**src/rtl/core/dtt_pkg.sv**
```systemverilog
package dtt_pkg;

	// field and dimension widths
	localparam int IN_W      = 16;
	localparam int CFG_W     = 13;
	localparam int MAX_DIM   = 4096;
	localparam int DIM_W     = $clog2(MAX_DIM);
	localparam int CFG_IDX_W = 1;

	// CORDIC set-up
	localparam int CORDIC_STEPS = 16;
	localparam int TAB_LEN      = 24;
	localparam int CORDIC_ITERS = (CORDIC_STEPS < TAB_LEN) ? CORDIC_STEPS : TAB_LEN;
	localparam int STEP_W       = 5;
	localparam int CW           = 36;   // rotated vector components
	localparam int AW           = 34;   // angle accumulator, units of pi/2^31
	localparam int ANG_SHIFT    = 16;   // components scaled by 2^16

	// square root: 32 result bits, one per cell
	localparam int SQ_W   = 2 * IN_W;
	localparam int ROOT_W = 32;
	localparam int REM_W  = ROOT_W + 1;

	// angle and scaling widths
	localparam int ANG16_W = 16;
	localparam int PROD_W  = ANG16_W + DIM_W;

	localparam logic signed [AW-1:0] ANG_PI = AW'(64'd1 << 31);

	// register indexes
	localparam logic [CFG_IDX_W-1:0] REG_MAP_HEIGHT = CFG_IDX_W'(0);
	localparam logic [CFG_IDX_W-1:0] REG_MAP_WIDTH  = CFG_IDX_W'(1);

	localparam logic [CFG_W-1:0] MAP_HEIGHT_RST = CFG_W'(1024);
	localparam logic [CFG_W-1:0] MAP_WIDTH_RST  = CFG_W'(2048);

	typedef struct packed {
		logic signed [IN_W-1:0] dir_x;
		logic signed [IN_W-1:0] dir_y;
		logic signed [IN_W-1:0] dir_z;
	} dir_req_t;

	typedef struct packed {
		logic [DIM_W-1:0] texel_row;
		logic [DIM_W-1:0] texel_col;
	} texel_t;

	// effective map size minus one
	typedef struct packed {
		logic [DIM_W-1:0] hm1;
		logic [DIM_W-1:0] wm1;
	} dims_t;

	typedef struct packed {
		logic signed [CW-1:0] num;
		logic signed [CW-1:0] den;
		logic signed [AW-1:0] ang;
	} cordic_t;

	// front chain: square root of x^2+y^2 alongside the azimuth CORDIC
	typedef struct packed {
		logic [SQ_W-1:0]        rad;
		logic [ROOT_W-1:0]      root;
		logic [REM_W-1:0]       rem;
		logic signed [IN_W-1:0] z;
		cordic_t                phi;
		logic                   phi_zero;
		logic                   all_zero;
	} front_t;

	// back chain: polar CORDIC, azimuth already rounded
	typedef struct packed {
		cordic_t             theta;
		logic [ANG16_W-1:0]  phi16;
		logic                all_zero;
	} theta_t;

	// round(atan(2^-i)/pi * 2^31)
	function automatic logic signed [AW-1:0] atan_entry(input logic [STEP_W-1:0] i);
		logic signed [AW-1:0] v;
		case (i)
			5'd0:  v = AW'(536870912);
			5'd1:  v = AW'(316933406);
			5'd2:  v = AW'(167458907);
			5'd3:  v = AW'(85004756);
			5'd4:  v = AW'(42667331);
			5'd5:  v = AW'(21354465);
			5'd6:  v = AW'(10679838);
			5'd7:  v = AW'(5340245);
			5'd8:  v = AW'(2670163);
			5'd9:  v = AW'(1335087);
			5'd10: v = AW'(667544);
			5'd11: v = AW'(333772);
			5'd12: v = AW'(166886);
			5'd13: v = AW'(83443);
			5'd14: v = AW'(41722);
			5'd15: v = AW'(20861);
			5'd16: v = AW'(10430);
			5'd17: v = AW'(5215);
			5'd18: v = AW'(2608);
			5'd19: v = AW'(1304);
			5'd20: v = AW'(652);
			5'd21: v = AW'(326);
			5'd22: v = AW'(163);
			5'd23: v = AW'(81);
			default: v = '0;
		endcase
		return v;
	endfunction

	// one vectoring rotation, driving num towards zero
	function automatic cordic_t cordic_step(input cordic_t c, input logic [STEP_W-1:0] i);
		logic signed [CW-1:0] num;
		logic signed [CW-1:0] den;
		logic signed [AW-1:0] ang;
		cordic_t r;
		num = c.num;
		den = c.den;
		ang = c.ang;
		if (num >= 0) begin
			r.den = den + (num >>> i);
			r.num = num - (den >>> i);
			r.ang = ang + atan_entry(i);
		end else begin
			r.den = den - (num >>> i);
			r.num = num + (den >>> i);
			r.ang = ang - atan_entry(i);
		end
		return r;
	endfunction

endpackage

```
**src/rtl/core/dtt_front_cell.sv**
```systemverilog
module dtt_front_cell import dtt_pkg::*; (
	input  logic              clk,
	input  logic              arst_n,
	input  logic [STEP_W-1:0] step,
	input  logic              up_valid,
	output logic              up_ready,
	input  front_t            up_data,
	output logic              dn_valid,
	input  logic              dn_ready,
	output front_t            dn_data
);

	logic   valid_s1;
	front_t data_s1;
	front_t next;

	logic [REM_W+1:0] cur;
	logic [REM_W+1:0] trial;

	// one root bit, plus one azimuth rotation in the first cells
	always_comb begin
		next  = up_data;
		cur   = {up_data.rem, up_data.rad[SQ_W-1 -: 2]};
		trial = {1'b0, up_data.root, 2'b01};
		next.rad = {up_data.rad[SQ_W-3:0], 2'b00};
		if (cur >= trial) begin
			next.rem  = REM_W'(cur - trial);
			next.root = {up_data.root[ROOT_W-2:0], 1'b1};
		end else begin
			next.rem  = cur[REM_W-1:0];
			next.root = {up_data.root[ROOT_W-2:0], 1'b0};
		end
		if (step < STEP_W'(CORDIC_ITERS)) begin
			next.phi = cordic_step(up_data.phi, step);
		end
	end

	assign up_ready = !valid_s1 || dn_ready;

	always_ff @(posedge clk or negedge arst_n) begin
		if (!arst_n) begin
			valid_s1 <= 1'b0;
		end else if (up_ready) begin
			valid_s1 <= up_valid;
		end
	end

	always_ff @(posedge clk) begin
		if (up_valid && up_ready) begin
			data_s1 <= next;
		end
	end

	assign dn_valid = valid_s1;
	assign dn_data  = data_s1;

endmodule

```
**config.mk**
```make
export PLATFORM = sky130hd
export DESIGN_NAME = dtt_front_cell
export DESIGN_NICKNAME = d
export VERILOG_FILES = /design/src/rtl/core/dtt_pkg.sv /design/src/rtl/core/dtt_front_cell.sv
export SDC_FILE = /design/constraint.sdc
export NUM_CORES = 1
export LEC_CHECK = 0
export ABC_AREA = 1
export BUFFER_PORTS_ARGS = -buffer_cell sky130_fd_sc_hd__clkbuf_2
export CORE_AREA = 2 2 245 247
export CTS_CLUSTER_DIAMETER = 30
export CTS_CLUSTER_SIZE = 28
export DETAILED_ROUTE_END_ITERATION = 10
export DIE_AREA = 0 0 247 249
export PLACE_DENSITY_LB_ADDON = 0.2
export SETUP_SLACK_MARGIN = 0.02
export SLEW_MARGIN = 20
export SYNTH_ARGS = -nofsm -noshare
export SYNTH_HDL_FRONTEND = slang
export SYNTH_SLANG_ARGS = --single-unit
export TNS_END_PERCENT = 20
```
**constraint.sdc**
```tcl
create_clock -name clk -period 16 [get_ports clk]
set_clock_uncertainty 0.2 [all_clocks]
set_input_delay 0 -clock clk [delete_from_list [all_inputs] [get_ports clk]]
set_output_delay 0 -clock clk [all_outputs]
set_load 0.01 [all_outputs]
```
==> impl_metrics.tcl <==
set metrics [dict create \
    status "complete, no violations" \
    track_usage_pct 28.3 \
    core-area_um2 58700 \
    cpMaxStageDelayCell "buf_4" \
    overflow 0 \
    cpMostUsedCell "nand2_1" \
    max_stage_delay_ns 0.61 \
    hold_path.class "in -> async" \
    clk_path_buf_depth 3 \
    hold_viol_final 0 \
    synthArstFlopShare_pct 0.455 \
    yosysWarningCount 0 \
    cts_resized 0 \
    setup_viol 0 \
    clockPowerShare_pct 38.8 \
    drt-total-wl_um 89800 \
    p_seq_share_pct 24.1 \
    p_sw_share_pct 35.9 \
    arrival_ns 5.93 \
    leakage_nw 15.1 \
    path_class "in -> reg" \
    grt_pass1_wl_um 138000 \
    cts_tree "yes" \
    cts_setup_buffers 0 \
    rows 89 \
    holdBufCountCts 330 \
    clk_root_buffer_cell "clkbuf_16" \
    internal_power_mw 1.93 \
    cts.clk_slew.worst_paths_ns 0.05 \
    worst-path-buf-inv 10 \
    cts_buffers 51 \
    final_util_pct 53.2 \
    area_delta_synth_final_pct 34.4 \
    synth_area_per_cell_um2 6.61 \
    slew_headroom_pct 20.8 \
    crit_family "simple AND/OR/NAND/NOR gates" \
    antenna_found_initial 4 \
    r2r_cells 3 \
    dieArea_um2 61500 \
    cap_violations 0 \
    worstSkewPairLatency_ns 0.59 \
    fin_tns_setup_ns 0 \
    critical_path_required_ns 16.11 \
    timing.fmax_mhz 172 \
    grt_pass1_vias 25500 \
    layout_min_cycle_time_ns 5.82 \
    final_cell_area_um2 31200 \
    power_frac_comb_pct 37.1 \
    fin_nets 4627 \
    fin_total_pwr_mw 3.01 \
    cp_max_fo 71 \
    drive_gt1_share_pct 16.0 \
    report.final.slew_viol_count 0 \
    final_common_cell "nand2_1" \
    top_layer "met5" \
    cellPowerDensity_nw_per_um2 96.4 \
    synth.distinct_cells 62 \
    route.detailed.wl_per_inst_um 17.7 \
    rsz0062_at_grt "no" \
    detail-route-antenna-nets 0 \
    cp-start-kind "input port" \
    end_kind "flip-flop" \
    ff_latch_area_um2 6600 \
    io_pins 453 \
    synthCells 3514 \
    drt_iter0_markers 1932 \
    portBuffers 450 \
    multiInputGateArea_um2 14700 \
    synth_area_um2 23200 \
    vdd_drop_max_mv 0.0912 \
    firstDrtPassIters 8 \
    vias_per_cell 5.19 \
    htree_levels 2 \
    ys_ff_latch 220 \
    timing.final.crit_share_pct 36.4 \
    initial_core_util_pct 39.6 \
    die_h_um 249 \
    met3_length_um 4730 \
    cts.sinks 220 \
    met1Wirelength_um 36800 \
    grt_max_degree 100 \
    nFillCells 5734 \
    dp_hpwl_um 68000 \
    via_count 26300 \
    placed_cell_area_um2 26000 \
    switchingPower_mw 1.08 \
    yosysSeqAreaShare_pct 28.4 \
    path_depth 35 \
    layout_common_cells "1131 x nand2_1, 448 x clkbuf_2, 406 x nand3_1" \
    drc 0 \
    synth_top_flop_cell "edfxtp_1" \
    max_slew.worst_pin.slew_ns 1.17 \
    wl_met2_um 43400 \
    synth_edf_count 219 \
    die_w_um 247 \
    gp_congestion 0.944 \
]
==> Yosys cell counts (4+ instances only) <==
library cell	instances	area share, %
xor2_1	70	2.6
xnor2_1	54	2.0
nand3_2	4	0.17
nand2_2	13	0.35
nor4_1	7	0.19
a21oi_1	189	4.1
o22ai_1	6	0.16
o21ai_0	157	3.4
o21bai_1	8	0.26
and3_1	5	0.13
nor3_1	16	0.34
buf_2	44	0.95
o21ai_1	44	0.95
a21boi_0	4	0.13
or2_2	60	1.6
nand4_1	31	0.83
inv_2	13	0.21
o21ai_2	5	0.19
nand3b_1	9	0.29
clkbuf_1	33	0.53
buf_1	21	0.34
edfxtp_1	219	28
nor2_1	289	4.7
nor3_2	4	0.17
a31oi_1	26	0.70
buf_4	13	0.42
a21o_1	17	0.55
buf_6	9	0.44
inv_1	331	5.3
nand3_1	406	8.7
a21oi_2	6	0.23
nor2_2	15	0.40
o221ai_1	9	0.34
ha_1	149	8.0
nand2_1	1131	18
o211ai_1	35	1.1
o21a_1	18	0.58
==> sequential cells by signal (all words and copies together), names as in the netlist <==
| signal | flops |
|---|---|
| dn_data | 219 |
| dn_valid | 1 |
==> worst register-to-register path: stages, from the launching register on <==
cell,delay [ns]
dfrtp_1,0.42
a21oi_4,0.64
buf_4,0.84
buf_4,0.88
==> kinds of logic after synthesis <==
group                      after synthesis  share of synthesized area [%]
and+or+nand+nor                       1999                           36.5
AOI/OAI and AO/OA                      551                           13.8
buffers and inverters                  467                           8.33
DFF                                    220                           28.4
adders and majority gates              152                           8.28
xor gates and xnor gates               124                           4.67
other                                    1                         0.0161
==> through the flow <==
step	hold WS (ns)	cells	worst slack, ns
after floorplan	-0.496	3515	3.96
after global placement	-0.425	4635	10.29
after detailed placement	-0.424	4635	10.21
after CTS	0.0112	5061	10.28
after global routing	0.0259	5064	9.51
final	0.0442	5065	10.18
==> layer usage <==
| layer | vias up | global-route usage, % |
|---|---|---|
| met4 | 2 | 14.1 |
| met3 | 202 | 3.10 |
| met2 | 888 | 49.3 |
| met1 | 12000 | 34.4 |
| li1 | 13300 | - |
| met5 | - | 0 |
==> power by group through the flow <==
stage	Combinational [mW]	Clock, mW	Sequential (mW)
CTS	1.11	1.18	0.725
finish	1.12	1.17	0.725
floorplan	0.698	0	0.773
global placement	1.03	0	0.734
global route	1.25	1.22	0.729
detailed placement	1.03	0	0.735
==> area by class of cell <==
class	instances	share of cell area, %
Multi-Input combinational cell	2828	47.2
Antenna cell	4	0.0321
Clock buffer	52	4.10
Inverter	346	4.17
Clock inverter	44	2.06
Timing Repair Buffer	798	18.2
Tap cell	773	3.10
Sequential cell	220	21.1
==> worst paths after layout <==
| path | from | endpoint | slack (ns) |
|---|---|---|---|
| setup / recovery | step[1] | dn_data[71] | 10.18 |
| hold / removal | arst_n | dn_valid | 0.04 |
| setup reg to reg | dn_valid | dn_data[106] | 12.55 |
| hold reg to reg | dn_valid | dn_data[116] | 0.63 |
| max in group asynchronous | arst_n | dn_valid | 15.45 |
| min in group clk | up_data[117] | dn_data[117] | 0.05 |
No activity file was read; power rests on OpenSTA's default activity.
