===== src/rtl/core/dtt_pkg.sv =====
package dtt_pkg;

	// field and dimension widths
	localparam int IN_W      = 16;
	localparam int CFG_W     = 13;
	localparam int MAX_DIM   = 4096;
	localparam int DIM_W     = $clog2(MAX_DIM);
	localparam int CFG_IDX_W = 1;

	// CORDIC set-up
	localparam int CORDIC_STEPS = 16;
	localparam int TAB_LEN      = 24;
	localparam int CORDIC_ITERS = (CORDIC_STEPS < TAB_LEN) ? CORDIC_STEPS : TAB_LEN;
	localparam int STEP_W       = 5;
	localparam int CW           = 36;   // rotated vector components
	localparam int AW           = 34;   // angle accumulator, units of pi/2^31
	localparam int ANG_SHIFT    = 16;   // components scaled by 2^16

	// square root: 32 result bits, one per cell
	localparam int SQ_W   = 2 * IN_W;
	localparam int ROOT_W = 32;
	localparam int REM_W  = ROOT_W + 1;

	// angle and scaling widths
	localparam int ANG16_W = 16;
	localparam int PROD_W  = ANG16_W + DIM_W;

	localparam logic signed [AW-1:0] ANG_PI = AW'(64'd1 << 31);

	// register indexes
	localparam logic [CFG_IDX_W-1:0] REG_MAP_HEIGHT = CFG_IDX_W'(0);
	localparam logic [CFG_IDX_W-1:0] REG_MAP_WIDTH  = CFG_IDX_W'(1);

	localparam logic [CFG_W-1:0] MAP_HEIGHT_RST = CFG_W'(1024);
	localparam logic [CFG_W-1:0] MAP_WIDTH_RST  = CFG_W'(2048);

	typedef struct packed {
		logic signed [IN_W-1:0] dir_x;
		logic signed [IN_W-1:0] dir_y;
		logic signed [IN_W-1:0] dir_z;
	} dir_req_t;

	typedef struct packed {
		logic [DIM_W-1:0] texel_row;
		logic [DIM_W-1:0] texel_col;
	} texel_t;

	// effective map size minus one
	typedef struct packed {
		logic [DIM_W-1:0] hm1;
		logic [DIM_W-1:0] wm1;
	} dims_t;

	typedef struct packed {
		logic signed [CW-1:0] num;
		logic signed [CW-1:0] den;
		logic signed [AW-1:0] ang;
	} cordic_t;

	// front chain: square root of x^2+y^2 alongside the azimuth CORDIC
	typedef struct packed {
		logic [SQ_W-1:0]        rad;
		logic [ROOT_W-1:0]      root;
		logic [REM_W-1:0]       rem;
		logic signed [IN_W-1:0] z;
		cordic_t                phi;
		logic                   phi_zero;
		logic                   all_zero;
	} front_t;

	// back chain: polar CORDIC, azimuth already rounded
	typedef struct packed {
		cordic_t             theta;
		logic [ANG16_W-1:0]  phi16;
		logic                all_zero;
	} theta_t;

	// round(atan(2^-i)/pi * 2^31)
	function automatic logic signed [AW-1:0] atan_entry(input logic [STEP_W-1:0] i);
		logic signed [AW-1:0] v;
		case (i)
			5'd0:  v = AW'(536870912);
			5'd1:  v = AW'(316933406);
			5'd2:  v = AW'(167458907);
			5'd3:  v = AW'(85004756);
			5'd4:  v = AW'(42667331);
			5'd5:  v = AW'(21354465);
			5'd6:  v = AW'(10679838);
			5'd7:  v = AW'(5340245);
			5'd8:  v = AW'(2670163);
			5'd9:  v = AW'(1335087);
			5'd10: v = AW'(667544);
			5'd11: v = AW'(333772);
			5'd12: v = AW'(166886);
			5'd13: v = AW'(83443);
			5'd14: v = AW'(41722);
			5'd15: v = AW'(20861);
			5'd16: v = AW'(10430);
			5'd17: v = AW'(5215);
			5'd18: v = AW'(2608);
			5'd19: v = AW'(1304);
			5'd20: v = AW'(652);
			5'd21: v = AW'(326);
			5'd22: v = AW'(163);
			5'd23: v = AW'(81);
			default: v = '0;
		endcase
		return v;
	endfunction

	// one vectoring rotation, driving num towards zero
	function automatic cordic_t cordic_step(input cordic_t c, input logic [STEP_W-1:0] i);
		logic signed [CW-1:0] num;
		logic signed [CW-1:0] den;
		logic signed [AW-1:0] ang;
		cordic_t r;
		num = c.num;
		den = c.den;
		ang = c.ang;
		if (num >= 0) begin
			r.den = den + (num >>> i);
			r.num = num - (den >>> i);
			r.ang = ang + atan_entry(i);
		end else begin
			r.den = den - (num >>> i);
			r.num = num + (den >>> i);
			r.ang = ang - atan_entry(i);
		end
		return r;
	endfunction

endpackage


===== src/rtl/core/dtt_theta_cell.sv =====
module dtt_theta_cell import dtt_pkg::*; (
	input  logic              clk,
	input  logic              arst_n,
	input  logic [STEP_W-1:0] step,
	input  logic              up_valid,
	output logic              up_ready,
	input  theta_t            up_data,
	output logic              dn_valid,
	input  logic              dn_ready,
	output theta_t            dn_data
);

	logic   valid_s1;
	theta_t data_s1;
	theta_t next;

	// one polar rotation
	always_comb begin
		next       = up_data;
		next.theta = cordic_step(up_data.theta, step);
	end

	assign up_ready = !valid_s1 || dn_ready;

	always_ff @(posedge clk or negedge arst_n) begin
		if (!arst_n) begin
			valid_s1 <= 1'b0;
		end else if (up_ready) begin
			valid_s1 <= up_valid;
		end
	end

	always_ff @(posedge clk) begin
		if (up_valid && up_ready) begin
			data_s1 <= next;
		end
	end

	assign dn_valid = valid_s1;
	assign dn_data  = data_s1;

endmodule


===== config.mk =====
export PLATFORM = sky130hd
export DESIGN_NAME = dtt_theta_cell
export DESIGN_NICKNAME = d
export VERILOG_FILES = /design/src/rtl/core/dtt_pkg.sv /design/src/rtl/core/dtt_theta_cell.sv
export SDC_FILE = /design/constraint.sdc
export NUM_CORES = 1
export LEC_CHECK = 0
export BUFFER_PORTS_ARGS = -buffer_cell sky130_fd_sc_hd__clkbuf_2
export CORE_ASPECT_RATIO = 1.2
export CORE_MARGIN = 5
export CORE_UTILIZATION = 30
export DETAILED_ROUTE_END_ITERATION = 6
export PLACE_DENSITY = 0.59
export SLEW_MARGIN = 20
export SYNTH_ARGS = -nofsm -noshare
export SYNTH_HDL_FRONTEND = slang
export SYNTH_SLANG_ARGS = --single-unit

===== constraint.sdc =====
create_clock -name clk -period 4.2 [get_ports clk]
set_input_delay 0.63 -clock clk [delete_from_list [all_inputs] [get_ports clk]]
set_output_delay 0.63 -clock clk [all_outputs]
set_load 0.02 [all_outputs]

==> flow_summary.yaml <==
outcome:
  run_status: "complete, but fails checks"
  violations: "design-rule violations, negative setup slack"
cells_and_area:
  area_delta_synth_final_pct: 69.1
  fin_nets: 3312
  drive_above_1_share_pct: 55.8
  layout.cell_area.non_filler_mm2: 0.0295
logic_synthesis:
  mappedNetlistNets: 2181
  main_combinational_cell_family_by_area_after_synthesis: "compound AO/OA/AOI/OAI gates"
  synth_async_sr_flop_share_pct: 0.806
  yosys.area_share.adder_pct: 8.61
  synth.area.mux_share_pct: 17.2
  synth_simple_gate_area_share_pct: 15.8
  synth_ff_type: "sky130_fd_sc_hd__edfxtp_1"
  yosysMostFrequentCell: "sky130_fd_sc_hd__nand2_1"
  yosysSeqAreaShare_pct: 21.3
  synthXorXnorAreaFrac_pct: 9.33
  synth_area_leader_cell: "sky130_fd_sc_hd__edfxtp_1"
  synth.avg_cell_area_um2: 9.02
  synth_enable_flop_cells: 123
  synth.top_cells.by_count: "sky130_fd_sc_hd__nand2_1 (158), sky130_fd_sc_hd__a21oi_1 (140), sky130_fd_sc_hd__o21ai_0 (129), sky130_fd_sc_hd__xnor2_1 (128), sky130_fd_sc_hd__edfxtp_1 (123)"
  yosys.cell_types.count: 104
  postSynthCellCount: 1931
  netlist.area_leader.share_pct: 21.2
  yosys_warnings: 0
  yosys-top-cells-area: "sky130_fd_sc_hd__edfxtp_1 (21%), sky130_fd_sc_hd__ha_1 (8.3%), sky130_fd_sc_hd__mux4_2 (7.5%)"
  post_synth_instance_area_mm2: 0.0174
  ys_ff_latch: 124
  synth_compound_area_share_pct: 22.5
setup_path:
  reg2reg_setup_slack_ps: 2420
  timing.critical_path.max_delay_family: "compound AO/OA/AOI/OAI gates"
  critical_path_depth: 22
  crit_path_start_kind: "primary input"
  required_ps: 4440
  timing.critical_path.cells: "buf_16, buf_12, buf_4, mux4_2, mux2i_2, nor2_1, a211o_1, a2111o_1, or4b_4, buf_12, or2_4, o21ai_2, xnor2_1, ha_1, a21o_1, a21o_1, a21oi_2, o21a_1, a21oi_2, a311o_1, and3_1, or4b_4"
  cp_max_fanout: 6
  arrival_ps: 5710
  cp_slowest_stage_delay_ps: 540
  critical_path.n_buffers_inverters: 4
  rr_startpoint: "dn_valid$_DFFE_PN0N_"
  timing.reg2reg.worst_path_depth: 3
  worstSetupEndpointType: "register"
  cp_slowest_cell: "sky130_fd_sc_hd__or4b_4"
  worstReg2RegEnd: "dn_data[54]$_DFFE_PP_"
  worst_setup_path_class: "in2reg"
grt:
  grt_start_max_net_pins: 114
  gr-max-usage-layer: "met2"
  globalRoute.totalOverflow: 0
  gr_met2_demand_resource_pct: 50.3
  grt_pass1_wl_um: 136000
  gr-usage-met1_pct: 34.4
  grt_pass1_vias: 21271
  antenna_found_initial: 1
  groute.layer.met3.usage_pct: 3.45
  grtUsageTotal_pct: 28.4
hold_path:
  worst_hold_path.endpoint: "dn_data[5]$_DFFE_PP_"
  hold_path_startpoint: "up_data[5]"
  min_delay_path_depth: 1
  hold_path.class: "in2reg"
floorplanning:
  initial_standard_cell_utilization_of_the_core_pct: 30.3
  core.rowCount: 96
  dieArea_mm2: 0.0630
  ios: 257
  placeableCoreArea_mm2: 0.0574
  die-width_um: 230
  floorplan.die.height_um: 274
clocking:
  clk_path_buf_depth: 2
  cts_made_buffers: 17
  clkLatencyLatePin_ps: 520
  cts.clk_slew.worst_paths_ps: 70
  cts_num_sinks: 124
  cts_tree: "done"
  clock-root-buffer: "sky130_fd_sc_hd__clkbuf_16"
  cts.htree.levels: 4
route:
  antenna_left: 0
  drtPass1Iterations: 7
  detailroute.via_count: 20927
  drc: 1
  drt_wl_total_um: 93500
  drt_iter0_drc: 1717
  via_count_normalized_by_instance_count: 5.49
  routed_wl_per_cell_um: 24.5
sta:
  timing.setup.tns_ps: -61480
  timing.fmax_ghz: 0.183
  drv_slew: 0
  whs_ps: 301
  layout_worst_path_cycle_share_pct: 130
  setup_viol: 78
  timing.slew.headroom_pct: 47.6
  timing.clock.skew_ps: 21.3
  grt_setup_unrepaired: "yes"
  minimum_period_implied_by_the_final_worst_setup_slack_ps: 5470
  worst_slew_pin_slew_ps: 781
  final_number_of_hold_violating_endpoints: 0
  postLayoutSetupSlackWorst_ps: -1270
place:
  dp_wirelength_um: 75400
  placed_area_mm2: 0.0263
  place.port_buffers: 256
  globalplace.congestion: 1.02
  detailedPlace.worstSlack_ps: -2320
pwr:
  p_total_mw: 9.41
  cellPowerDensity_mw_per_mm2: 319
  power.ir.vdd_worst_mv: 0.203
  leakage_nw: 13.2
flow_run:
  drv.max_cap_violation_count: 0
worst max path at each step:
stage	slack (ps)	endpoint	start
2_1_floorplan	-1450	dn_data[116]$_DFFE_PP_	step[0]
3_5_place_dp	-2320	dn_data[122]$_DFFE_PP_	step[0]
3_3_place_gp	-2360	dn_data[122]$_DFFE_PP_	step[0]
6_report	-1270	dn_data[116]$_DFFE_PP_	step[0]
4_1_cts	-1240	dn_data[86]$_DFFE_PP_	step[0]
5_1_grt	-1460	dn_data[84]$_DFFE_PP_	step[4]
stage by stage:
step	instances	util (%)
floorplan	1931	-
global placement	3689	45.8
detailed placement	3689	45.8
CTS	3774	49.7
global route	3811	51.3
finish	3812	51.3
kinds of logic after synthesis:
group | after synthesis
simple gates | 550
xor+xnor | 184
flops | 124
compound gates | 585
mux | 199
fa+ha+maj | 118
buf+inv | 171
per-layer routing:
metal	up-vias	share of wire, %
li1	9674	-
met1	10328	40
met2	749	50
met3	176	4.8
met4	0	5.1
met5	-	0
worst reg2reg max path, cell delays in order (launching register included):
cell and delay [ps]:
sky130_fd_sc_hd__dfrtp_1 380, sky130_fd_sc_hd__nand2b_1 140, sky130_fd_sc_hd__and2_4 280, sky130_fd_sc_hd__buf_12 480
flip-flops by register name (all words and copies together), names as in the netlist:
register	count
dn_data	123
dn_valid	1
power breakdown:
group	switching (mW)	leakage (nW)	internal, mW
Combinational	3.03	11.7	2.88
Sequential	0.0559	1.18	1.70
Clock	0.770	0.311	0.975
Total	3.86	13.2	5.56
final cells by class:
type	instances	area (um2)
diodes	2	5.00
clock buffers	18	439
clock inverters	14	198
fillers	5349	28000
inverters	58	238
multi-input cells	1636	14800
flip-flops and latches	124	3720
well taps	735	920
repair buffers	1225	9200
placed cells by master, fill, tap and decap left out, types with 66 or more instances in the layout:
cell type	Yosys	final
sky130_fd_sc_hd__buf_4	7	893
sky130_fd_sc_hd__clkbuf_2	0	249
sky130_fd_sc_hd__nand2_1	158	150
sky130_fd_sc_hd__edfxtp_1	123	123
sky130_fd_sc_hd__nor2_1	121	113
sky130_fd_sc_hd__xnor2_1	128	111
sky130_fd_sc_hd__ha_1	115	101
sky130_fd_sc_hd__a21oi_1	140	89
sky130_fd_sc_hd__o21ai_0	129	75
sky130_fd_sc_hd__mux4_2	58	66
timing repair:
action	in CTS	in global routing
hold buffers	1	0
pin swaps	96	109
resized for setup	244	144
endpoints found under the hold margin	1	0
cloned	1	0
setup buffers	52	43
setup endpoints to repair	84	83
No activity file was read; power rests on OpenSTA's default activity.
