`src/rtl/core/dtt_pkg.sv`:
```
package dtt_pkg;

	// field and dimension widths
	localparam int IN_W      = 16;
	localparam int CFG_W     = 13;
	localparam int MAX_DIM   = 4096;
	localparam int DIM_W     = $clog2(MAX_DIM);
	localparam int CFG_IDX_W = 1;

	// CORDIC set-up
	localparam int CORDIC_STEPS = 16;
	localparam int TAB_LEN      = 24;
	localparam int CORDIC_ITERS = (CORDIC_STEPS < TAB_LEN) ? CORDIC_STEPS : TAB_LEN;
	localparam int STEP_W       = 5;
	localparam int CW           = 36;   // rotated vector components
	localparam int AW           = 34;   // angle accumulator, units of pi/2^31
	localparam int ANG_SHIFT    = 16;   // components scaled by 2^16

	// square root: 32 result bits, one per cell
	localparam int SQ_W   = 2 * IN_W;
	localparam int ROOT_W = 32;
	localparam int REM_W  = ROOT_W + 1;

	// angle and scaling widths
	localparam int ANG16_W = 16;
	localparam int PROD_W  = ANG16_W + DIM_W;

	localparam logic signed [AW-1:0] ANG_PI = AW'(64'd1 << 31);

	// register indexes
	localparam logic [CFG_IDX_W-1:0] REG_MAP_HEIGHT = CFG_IDX_W'(0);
	localparam logic [CFG_IDX_W-1:0] REG_MAP_WIDTH  = CFG_IDX_W'(1);

	localparam logic [CFG_W-1:0] MAP_HEIGHT_RST = CFG_W'(1024);
	localparam logic [CFG_W-1:0] MAP_WIDTH_RST  = CFG_W'(2048);

	typedef struct packed {
		logic signed [IN_W-1:0] dir_x;
		logic signed [IN_W-1:0] dir_y;
		logic signed [IN_W-1:0] dir_z;
	} dir_req_t;

	typedef struct packed {
		logic [DIM_W-1:0] texel_row;
		logic [DIM_W-1:0] texel_col;
	} texel_t;

	// effective map size minus one
	typedef struct packed {
		logic [DIM_W-1:0] hm1;
		logic [DIM_W-1:0] wm1;
	} dims_t;

	typedef struct packed {
		logic signed [CW-1:0] num;
		logic signed [CW-1:0] den;
		logic signed [AW-1:0] ang;
	} cordic_t;

	// front chain: square root of x^2+y^2 alongside the azimuth CORDIC
	typedef struct packed {
		logic [SQ_W-1:0]        rad;
		logic [ROOT_W-1:0]      root;
		logic [REM_W-1:0]       rem;
		logic signed [IN_W-1:0] z;
		cordic_t                phi;
		logic                   phi_zero;
		logic                   all_zero;
	} front_t;

	// back chain: polar CORDIC, azimuth already rounded
	typedef struct packed {
		cordic_t             theta;
		logic [ANG16_W-1:0]  phi16;
		logic                all_zero;
	} theta_t;

	// round(atan(2^-i)/pi * 2^31)
	function automatic logic signed [AW-1:0] atan_entry(input logic [STEP_W-1:0] i);
		logic signed [AW-1:0] v;
		case (i)
			5'd0:  v = AW'(536870912);
			5'd1:  v = AW'(316933406);
			5'd2:  v = AW'(167458907);
			5'd3:  v = AW'(85004756);
			5'd4:  v = AW'(42667331);
			5'd5:  v = AW'(21354465);
			5'd6:  v = AW'(10679838);
			5'd7:  v = AW'(5340245);
			5'd8:  v = AW'(2670163);
			5'd9:  v = AW'(1335087);
			5'd10: v = AW'(667544);
			5'd11: v = AW'(333772);
			5'd12: v = AW'(166886);
			5'd13: v = AW'(83443);
			5'd14: v = AW'(41722);
			5'd15: v = AW'(20861);
			5'd16: v = AW'(10430);
			5'd17: v = AW'(5215);
			5'd18: v = AW'(2608);
			5'd19: v = AW'(1304);
			5'd20: v = AW'(652);
			5'd21: v = AW'(326);
			5'd22: v = AW'(163);
			5'd23: v = AW'(81);
			default: v = '0;
		endcase
		return v;
	endfunction

	// one vectoring rotation, driving num towards zero
	function automatic cordic_t cordic_step(input cordic_t c, input logic [STEP_W-1:0] i);
		logic signed [CW-1:0] num;
		logic signed [CW-1:0] den;
		logic signed [AW-1:0] ang;
		cordic_t r;
		num = c.num;
		den = c.den;
		ang = c.ang;
		if (num >= 0) begin
			r.den = den + (num >>> i);
			r.num = num - (den >>> i);
			r.ang = ang + atan_entry(i);
		end else begin
			r.den = den - (num >>> i);
			r.num = num + (den >>> i);
			r.ang = ang - atan_entry(i);
		end
		return r;
	endfunction

endpackage

```
`src/rtl/core/dtt_scale.sv`:
```
module dtt_scale import dtt_pkg::*; (
	input  logic   clk,
	input  logic   arst_n,
	input  dims_t  dims,
	input  logic   up_valid,
	output logic   up_ready,
	input  theta_t up_data,
	output logic   dn_valid,
	input  logic   dn_ready,
	output texel_t dn_data
);

	logic              valid_s1;
	logic              valid_s2;
	logic              ready_s2;
	logic [PROD_W-1:0] prod_row_s1;
	logic [PROD_W-1:0] prod_col_s1;
	texel_t            texel_s2;

	logic [AW-1:0]      t_sat;
	logic [32:0]        t_sum;
	logic [ANG16_W-1:0] theta16;
	logic [PROD_W:0]    row_sum;
	logic [PROD_W:0]    col_sum;
	logic [DIM_W+1:0]   row_full;
	logic [DIM_W:0]     col_full;
	texel_t             texel_d;

	// saturate theta to [0, pi] and round to 16-bit fraction of pi
	always_comb begin
		if (up_data.theta.ang < 0) begin
			t_sat = '0;
		end else if (up_data.theta.ang > ANG_PI) begin
			t_sat = ANG_PI;
		end else begin
			t_sat = up_data.theta.ang;
		end
		t_sum = {1'b0, t_sat[31:0]} + 33'd32768;
		if (up_data.all_zero) begin
			theta16 = '0;
		end else begin
			theta16 = t_sum[31:16];
		end
	end

	// round half up, clamp, mirror the column
	always_comb begin
		row_sum  = {1'b0, prod_row_s1} + (PROD_W+1)'(16384);
		col_sum  = {1'b0, prod_col_s1} + (PROD_W+1)'(32768);
		row_full = row_sum[PROD_W:15];
		col_full = col_sum[PROD_W:16];
		if (row_full > (DIM_W+2)'(dims.hm1)) begin
			texel_d.texel_row = dims.hm1;
		end else begin
			texel_d.texel_row = row_full[DIM_W-1:0];
		end
		if (col_full > (DIM_W+1)'(dims.wm1)) begin
			texel_d.texel_col = '0;
		end else begin
			texel_d.texel_col = dims.wm1 - col_full[DIM_W-1:0];
		end
	end

	assign ready_s2 = !valid_s2 || dn_ready;
	assign up_ready = !valid_s1 || ready_s2;

	always_ff @(posedge clk or negedge arst_n) begin
		if (!arst_n) begin
			valid_s1 <= 1'b0;
			valid_s2 <= 1'b0;
		end else begin
			if (up_ready) begin
				valid_s1 <= up_valid;
			end
			if (ready_s2) begin
				valid_s2 <= valid_s1;
			end
		end
	end

	// multipliers
	always_ff @(posedge clk) begin
		if (up_valid && up_ready) begin
			prod_row_s1 <= theta16 * dims.hm1;
			prod_col_s1 <= up_data.phi16 * dims.wm1;
		end
	end

	always_ff @(posedge clk) begin
		if (valid_s1 && ready_s2) begin
			texel_s2 <= texel_d;
		end
	end

	assign dn_valid = valid_s2;
	assign dn_data  = texel_s2;

endmodule

```
`config.mk`:
```
export PLATFORM = sky130hd
export DESIGN_NAME = dtt_scale
export DESIGN_NICKNAME = d
export VERILOG_FILES = /design/src/rtl/core/dtt_pkg.sv /design/src/rtl/core/dtt_scale.sv
export SDC_FILE = /design/constraint.sdc
export NUM_CORES = 1
export LEC_CHECK = 0
export BUFFER_PORTS_ARGS = -buffer_cell sky130_fd_sc_hd__buf_2
export CAP_MARGIN = 20
export CORE_UTILIZATION = 45
export CTS_BUF_LIST = sky130_fd_sc_hd__clkbuf_4
export DETAILED_ROUTE_END_ITERATION = 12
export GPL_ROUTABILITY_DRIVEN = 0
export PLACE_DENSITY_LB_ADDON = 0.15
export SYNTH_ARGS = -nofsm -noshare
export SYNTH_HDL_FRONTEND = slang
export SYNTH_SLANG_ARGS = --single-unit
```
`constraint.sdc`:
```
create_clock -name clk -period 3.65 [get_ports clk]
set_input_delay 0.1825 -clock clk [delete_from_list [all_inputs] [get_ports clk]]
set_output_delay 0.1825 -clock clk [all_outputs]
set_load 0.03 [all_outputs]
```
==> results of run 1 <==
==> metal layers <==
metal / vias up / part of all wire (%) / global-route usage, %
li1: 5905 / - / -
met1: 6243 / 48 / 35.8
met2: 247 / 46 / 38.6
met3: 41 / 4.5 / 2.69
met4: 0 / 1.6 / 4.53
met5: - / 0 / 0
==> final cells by class <==
type	count	share of cell area, %
timing repair buffer	408	16.4
sequential	53	8.04
inverter	350	6.69
clock buffer	5	0.191
tap	442	2.81
clock inverter	3	0.0636
multi-input combinational	1206	65.8
==> flip-flops by register name, indices dropped and copies added (netlist names) <==
name         cells
dn_data         24
dn_valid         1
prod_col_s1     13
prod_row_s1     14
valid_s1         1
==> Yosys cell counts (all sizes together) (2+ instances only) <==
| cell type | instances | area share, % |
|---|---|---|
| inv | 347 | 8.6 |
| nand2 | 281 | 7.0 |
| fa | 279 | 37 |
| ha | 162 | 13 |
| and2 | 80 | 3.3 |
| clkbuf | 59 | 1.5 |
| nor3 | 58 | 2.0 |
| edfxtp | 51 | 10 |
| a21oi | 42 | 1.5 |
| nor2 | 42 | 1.3 |
| xnor2 | 38 | 2.2 |
| xor2 | 35 | 2.2 |
| a21o | 23 | 1.1 |
| nand3 | 23 | 0.76 |
| o21ai | 17 | 0.56 |
| nand4 | 15 | 0.62 |
| nor4 | 14 | 0.58 |
| and3 | 13 | 0.57 |
| mux2 | 13 | 0.97 |
| buf | 9 | 0.36 |
| nand2b | 8 | 0.33 |
| a31oi | 6 | 0.35 |
| or3 | 6 | 0.28 |
| a211oi | 5 | 0.25 |
| o21a | 5 | 0.25 |
| and4 | 4 | 0.23 |
| a21boi | 3 | 0.15 |
| clkinv | 3 | 0.075 |
| nor2b | 3 | 0.12 |
| o2111ai | 3 | 0.17 |
| o211ai | 3 | 0.15 |
| a2111oi | 2 | 0.12 |
| a221oi | 2 | 0.12 |
| a311oi | 2 | 0.12 |
| a31o | 2 | 0.12 |
| dfrtp | 2 | 0.33 |
| nor4b | 2 | 0.20 |
| o21bai | 2 | 0.099 |
| or2 | 2 | 0.083 |
==> critical path: cells and delay by family <==
kind                     cells  cell delay, ps
adder cells (fa/ha/maj)      7            3020
AND/OR/NAND/NOR             11            1770
AO/OA/AOI/OAI                6            1080
buffers and inverters        7             670
XOR/XNOR                     2             290
==> cell families after synthesis <==
group | synth area share [%]
AOI/OAI and AO/OA | 5.63
xor gates and xnor gates | 4.36
adders and majority gates | 50.5
buffers and inverters | 10.5
DFF | 10.5
muxes | 0.970
and+or+nand+nor | 17.6
==> worst paths after layout <==
path | from | end | cells after the start
hold reg to reg | valid_s1 | dn_valid | 1
min in group asynchronous | arst_n | dn_valid | 2
setup / recovery | up_data[23] | prod_row_s1[27] | 33
max in group asynchronous | arst_n | valid_s1 | 2
hold / removal | dn_ready | dn_valid | 3
setup reg to reg | prod_row_s1[14] | dn_data[12] | 16
==> report_power, final <==
| part | switching (mW) | leakage, nW | internal (mW) | total, mW |
|---|---|---|---|---|
| clock | 0.193 | 0.0300 | 0.0703 | 0.263 |
| sequential | 0.112 | 0.520 | 1.06 | 1.17 |
| combinational | 4.04 | 9.28 | 4.10 | 8.14 |
==> per-stage QoR <==
step	std cells	TNS (ps)	power, mW
floorplan	1677	-52070	5.65
global placement	2403	-62310	7.48
detailed placement	2403	-64710	7.59
CTS	2445	-47140	8.72
global route	2467	-55360	10.5
finish	2467	-51010	9.58
==> timing repair <==
action | 4_1_cts | 5_1_grt
hold buffers | 2 | 0
gates resized for setup | 127 | 93
pin swaps | 88 | 113
setup buffers | 34 | 24
endpoints found under the setup margin | 27 | 39
hold endpoints to repair | 3 | 0
==> results.toml, run 1 <==
[outcome]
status = "complete, but fails checks"
violations = "negative setup slack"

[min_path]
hold_class = "in2reg"

[logic_synthesis]
syn_nets = 2269
ys_warn_count = 0
synth_seq_cells = 53
synth.distinct_cells = 64
synth_cells = 1677
syn_area_um2 = 15100
post_synth.cell_area_avg_um2 = 9.00
ys.flop_type = "edfxtp_1"
ys_seq_area_share_pct = 10.5
async_flop_share_pct = 3.77
synth_enable_flop_cells = 51

[route]
drt_pass1_iterations = 5
drt_wl_total_um = 39700
num_vias = 12400
dr.first_iter.drc_count = 600
via_per_inst = 5.04
wl_per_cell_um = 16.1
drc_errors = 0
drtAntennaViolNets = 0

[finish]
final_common_cell = "inv_1"
finalInstanceArea_um2 = 19700
areaGrowthSynthToFinish_pct = 30.4
utilization_pct = 60.0
area.sequential_um2 = 1580
multi_input_area_um2 = 13000
nFillCells = 2889
mostFrequentLayoutCells = "323 x inv_1, 269 x buf_4, 265 x fa_1"
antennaDiodeCount = 0
drive_above_1_share_pct = 30.6
layout.nets = 2616

[global_routing]
track_usage_pct = 24.3
grt_overflow = 0
antenna_found_initial = 0
grt_pass1_vias = 13000
grt_start_max_net_pins = 28
grt_first_pass_wirelength_um = 65000

[critical_path]
cp_slowest_cell = "fa_1"
cp_slowest_stage_delay_ps = 580
cp.required_ps = 3810
cp.arrival_ps = 7040
worstSetupPathType = "in2reg"
cpMostUsedCell = "fa_1"
critPathCaptureType = "flip-flop"
critPathLaunchType = "input pin"
critPathMaxFanout = 3
rrSetupSlack_ps = 160

[floorplan]
die_x_um = 185
rows = 66
die_area_um2 = 34300
placeableCoreArea_um2 = 32800
ios = 177
start_util_pct = 46.0
fp.dieH_um = 185

[cts]
insertion_delay_ps = 390
h-tree-depth = 2
cts_buffers = 5
clkTransAtPathRegs_ps = 150
root_buffer = "clkbuf_4"
clock_path_buffers = 2
cts_tree = "done"
cts_num_sinks = 53

[placement]
post_dp_cell_area_um2 = 18200
portBuffers = 104
dp_slack_ps = -3660
dp_hpwl_um = 33600

[sta]
setup_viol = 27
finalWorstPathRequiredPeriod_ps = 6880
min_period_over_period_pct = 189
worst_pin_slew_ps = 788
finalHoldViolCount = 0
slew_headroom_pct = 46.9
rsz0062_at_grt = "yes"
hold-worst-slack_ps = 52.7
setup_ws_ps = -3230
fmax_mhz = 145
fin_skew_ps = 8.86
drv_slew = 0

[power_and_ir_drop]
vdd_drop_max_uv = 721
leakage_nw = 9.83
power_density_nw_per_um2 = 487

[job]
maxCapViolations = 0
(Power assumes the default switching activity.)
==> inputs of run 2 (changes only) <==
==> constraint.sdc (replaced) <==
create_clock -name clk -period 6.4 [get_ports clk]
set_input_delay 0.32 -clock clk [delete_from_list [all_inputs] [get_ports clk]]
set_output_delay 0.32 -clock clk [all_outputs]
set_load 0.03 [all_outputs]
==> run 2 against run 1 <==
Effect of this change:
- clock power is 20% lower
- sequential share of layout area is 0.72 points higher
- die area stayed put
- combinational power is 63% lower
- hold slack better by 62 ps
- via count is 3.6% lower
- sequential power is 42% lower
- the run still ends with negative setup slack left
==> results.toml, run 2 (synthesis results as in run 1) <==
[outcome]
status = "complete, but fails checks"
violations = "negative setup slack"

[finish]
area.sequential_um2 = 1580
areaGrowthSynthToFinish_pct = 19.7
antennaDiodeCount = 0
multi_input_area_um2 = 12700
nFillCells = 3013
drive_above_1_share_pct = 22.0
final_common_cell = "inv_1"
layout.nets = 2469
largest_reg_flops = 24
mostFrequentLayoutCells = "334 x inv_1, 272 x fa_1, 264 x nand2_1"

[route]
wl_per_cell_um = 16.7
met2WireLength_um = 19100
drt_wl_total_um = 38800
wl_met1_um = 17300
drt_pass1_iterations = 5
dr.first_iter.drc_count = 531
highest_layer = "met4"
drc_errors = 0
via_per_inst = 5.17
drtAntennaViolNets = 0
num_vias = 12000
wl_met3_um = 1740

[sta]
hold-worst-slack_ps = 115
finalWorstPathRequiredPeriod_ps = 6770
worst_pin_slew_ps = 1060
slew_headroom_pct = 29.4
drv_slew = 0
rsz0062_at_grt = "yes"
min_period_over_period_pct = 106
setup_ws_ps = -372
finalHoldViolCount = 0
fin_skew_ps = 27.2
fmax_mhz = 148
setup_viol = 12

[cts]
root_buffer = "clkbuf_4"
h-tree-depth = 2
insertion_delay_ps = 400
clkTransAtPathRegs_ps = 180
cts_num_sinks = 53
cts_tree = "done"
clock_path_buffers = 2
cts_buffers = 5

[floorplan]
die_area_um2 = 34300
start_util_pct = 46.0
rows = 66
fp.dieH_um = 185
placeableCoreArea_um2 = 32800
ios = 177
die_x_um = 185

[critical_path]
cp.required_ps = 6580
r2r_start = "prod_row_s1[14]"
critPathMaxFanout = 4
cp.arrival_ps = 6950
worstReg2RegEnd = "dn_data[13]"
cp_slowest_stage_delay_ps = 610
r2r_cells = 14
critPathCaptureType = "flip-flop"
critPathLaunchType = "input pin"
cp_slowest_cell = "fa_2"
worstSetupPathType = "in2reg"
rrSetupSlack_ps = 2540
cpMostUsedCell = "fa_1"

[placement]
portBuffers = 104
dp_hpwl_um = 31700

[power_and_ir_drop]
power_density_nw_per_um2 = 217
total_power_mw = 3.93
leakage_nw = 9.00
vdd_drop_max_uv = 250

[min_path]
min_to = "valid_s1"
hold_depth = 2
hold_class = "in2reg"
min-delay-start = "up_valid"

[global_routing]
grt_start_max_net_pins = 28
track_usage_pct = 24.0
antenna_found_initial = 0
grt_pass1_vias = 12700
grt_first_pass_wirelength_um = 64100
grt_overflow = 0

[job]
maxCapViolations = 0
==> run 2: cell types whose count changed in the layout (fill, tap and decap cells not counted), sizes merged <==
| cell | before | now |
|---|---|---|
| inv | 347 | 348 |
| dlygate4sd3 | 2 | 1 |
| bufinv | 0 | 1 |
| clkinv | 6 | 4 |
| buf | 406 | 260 |
==> run 2: worst max-delay path by stage <==
stage / start / cells after the start / end / slack [ps]
floorplan: up_data[38] / 30 / prod_row_s1[27] / -610
global placement: up_data[43] / 31 / prod_row_s1[27] / -960
detailed placement: up_data[43] / 31 / prod_row_s1[27] / -1070
CTS: up_data[43] / 33 / prod_row_s1[27] / -330
global route: up_data[21] / 32 / prod_row_s1[27] / -630
finish: up_data[43] / 32 / prod_row_s1[27] / -370
==> run 2: layer usage <==
layer  vias up  track usage, %
met3        40            2.06
li1       5600               -
met4         0            4.00
met2       231            41.3
met5         -               0
met1      6114            33.3
==> run 2: stage by stage <==
step	cells	util (%)	cell area, um2	setup WS [ps]	setup TNS [ps]
floorplan	1677	-	15400	-607	-4390
global placement	2278	52.0	17100	-960	-9730
detailed placement	2279	52.1	17100	-1070	-11620
CTS	2305	53.9	17700	-332	-1580
global route	2320	55.1	18100	-632	-6070
finish	2320	55.1	18100	-372	-2680
==> run 2: cell type report <==
type | instances | share of cell area, %
clock buffers | 5 | 0.208
inverters | 350 | 7.29
repair buffers | 261 | 10.4
well taps | 442 | 3.06
clock inverters | 3 | 0.277
multi-input cells | 1206 | 70.1
flip-flops and latches | 53 | 8.75
==> run 2: critical path: cells and delay by family <==
family	cells	cell delay, ps
AOI/OAI and AO/OA	6	1050
buffers and inverters	7	700
xor gates and xnor gates	2	200
and+or+nand+nor	10	1700
adders and majority gates	7	2980
==> run 2: what timing repair did <==
item,4_1_cts,5_1_grt
pin swaps,42,60
gates resized for setup,60,68
setup endpoints to repair,13,14
endpoints found under the hold margin,2,0
setup buffers,20,15
hold buffers,1,0
==> run 2: report_power, final <==
| group | leakage [nW] | switching, mW | internal (mW) | total [mW] |
|---|---|---|---|---|
| sequential | 0.520 | 0.0683 | 0.607 | 0.675 |
| combinational | 8.43 | 1.72 | 1.32 | 3.04 |
| clock | 0.0473 | 0.124 | 0.0857 | 0.210 |
| total | 9.00 | 1.91 | 2.01 | 3.93 |
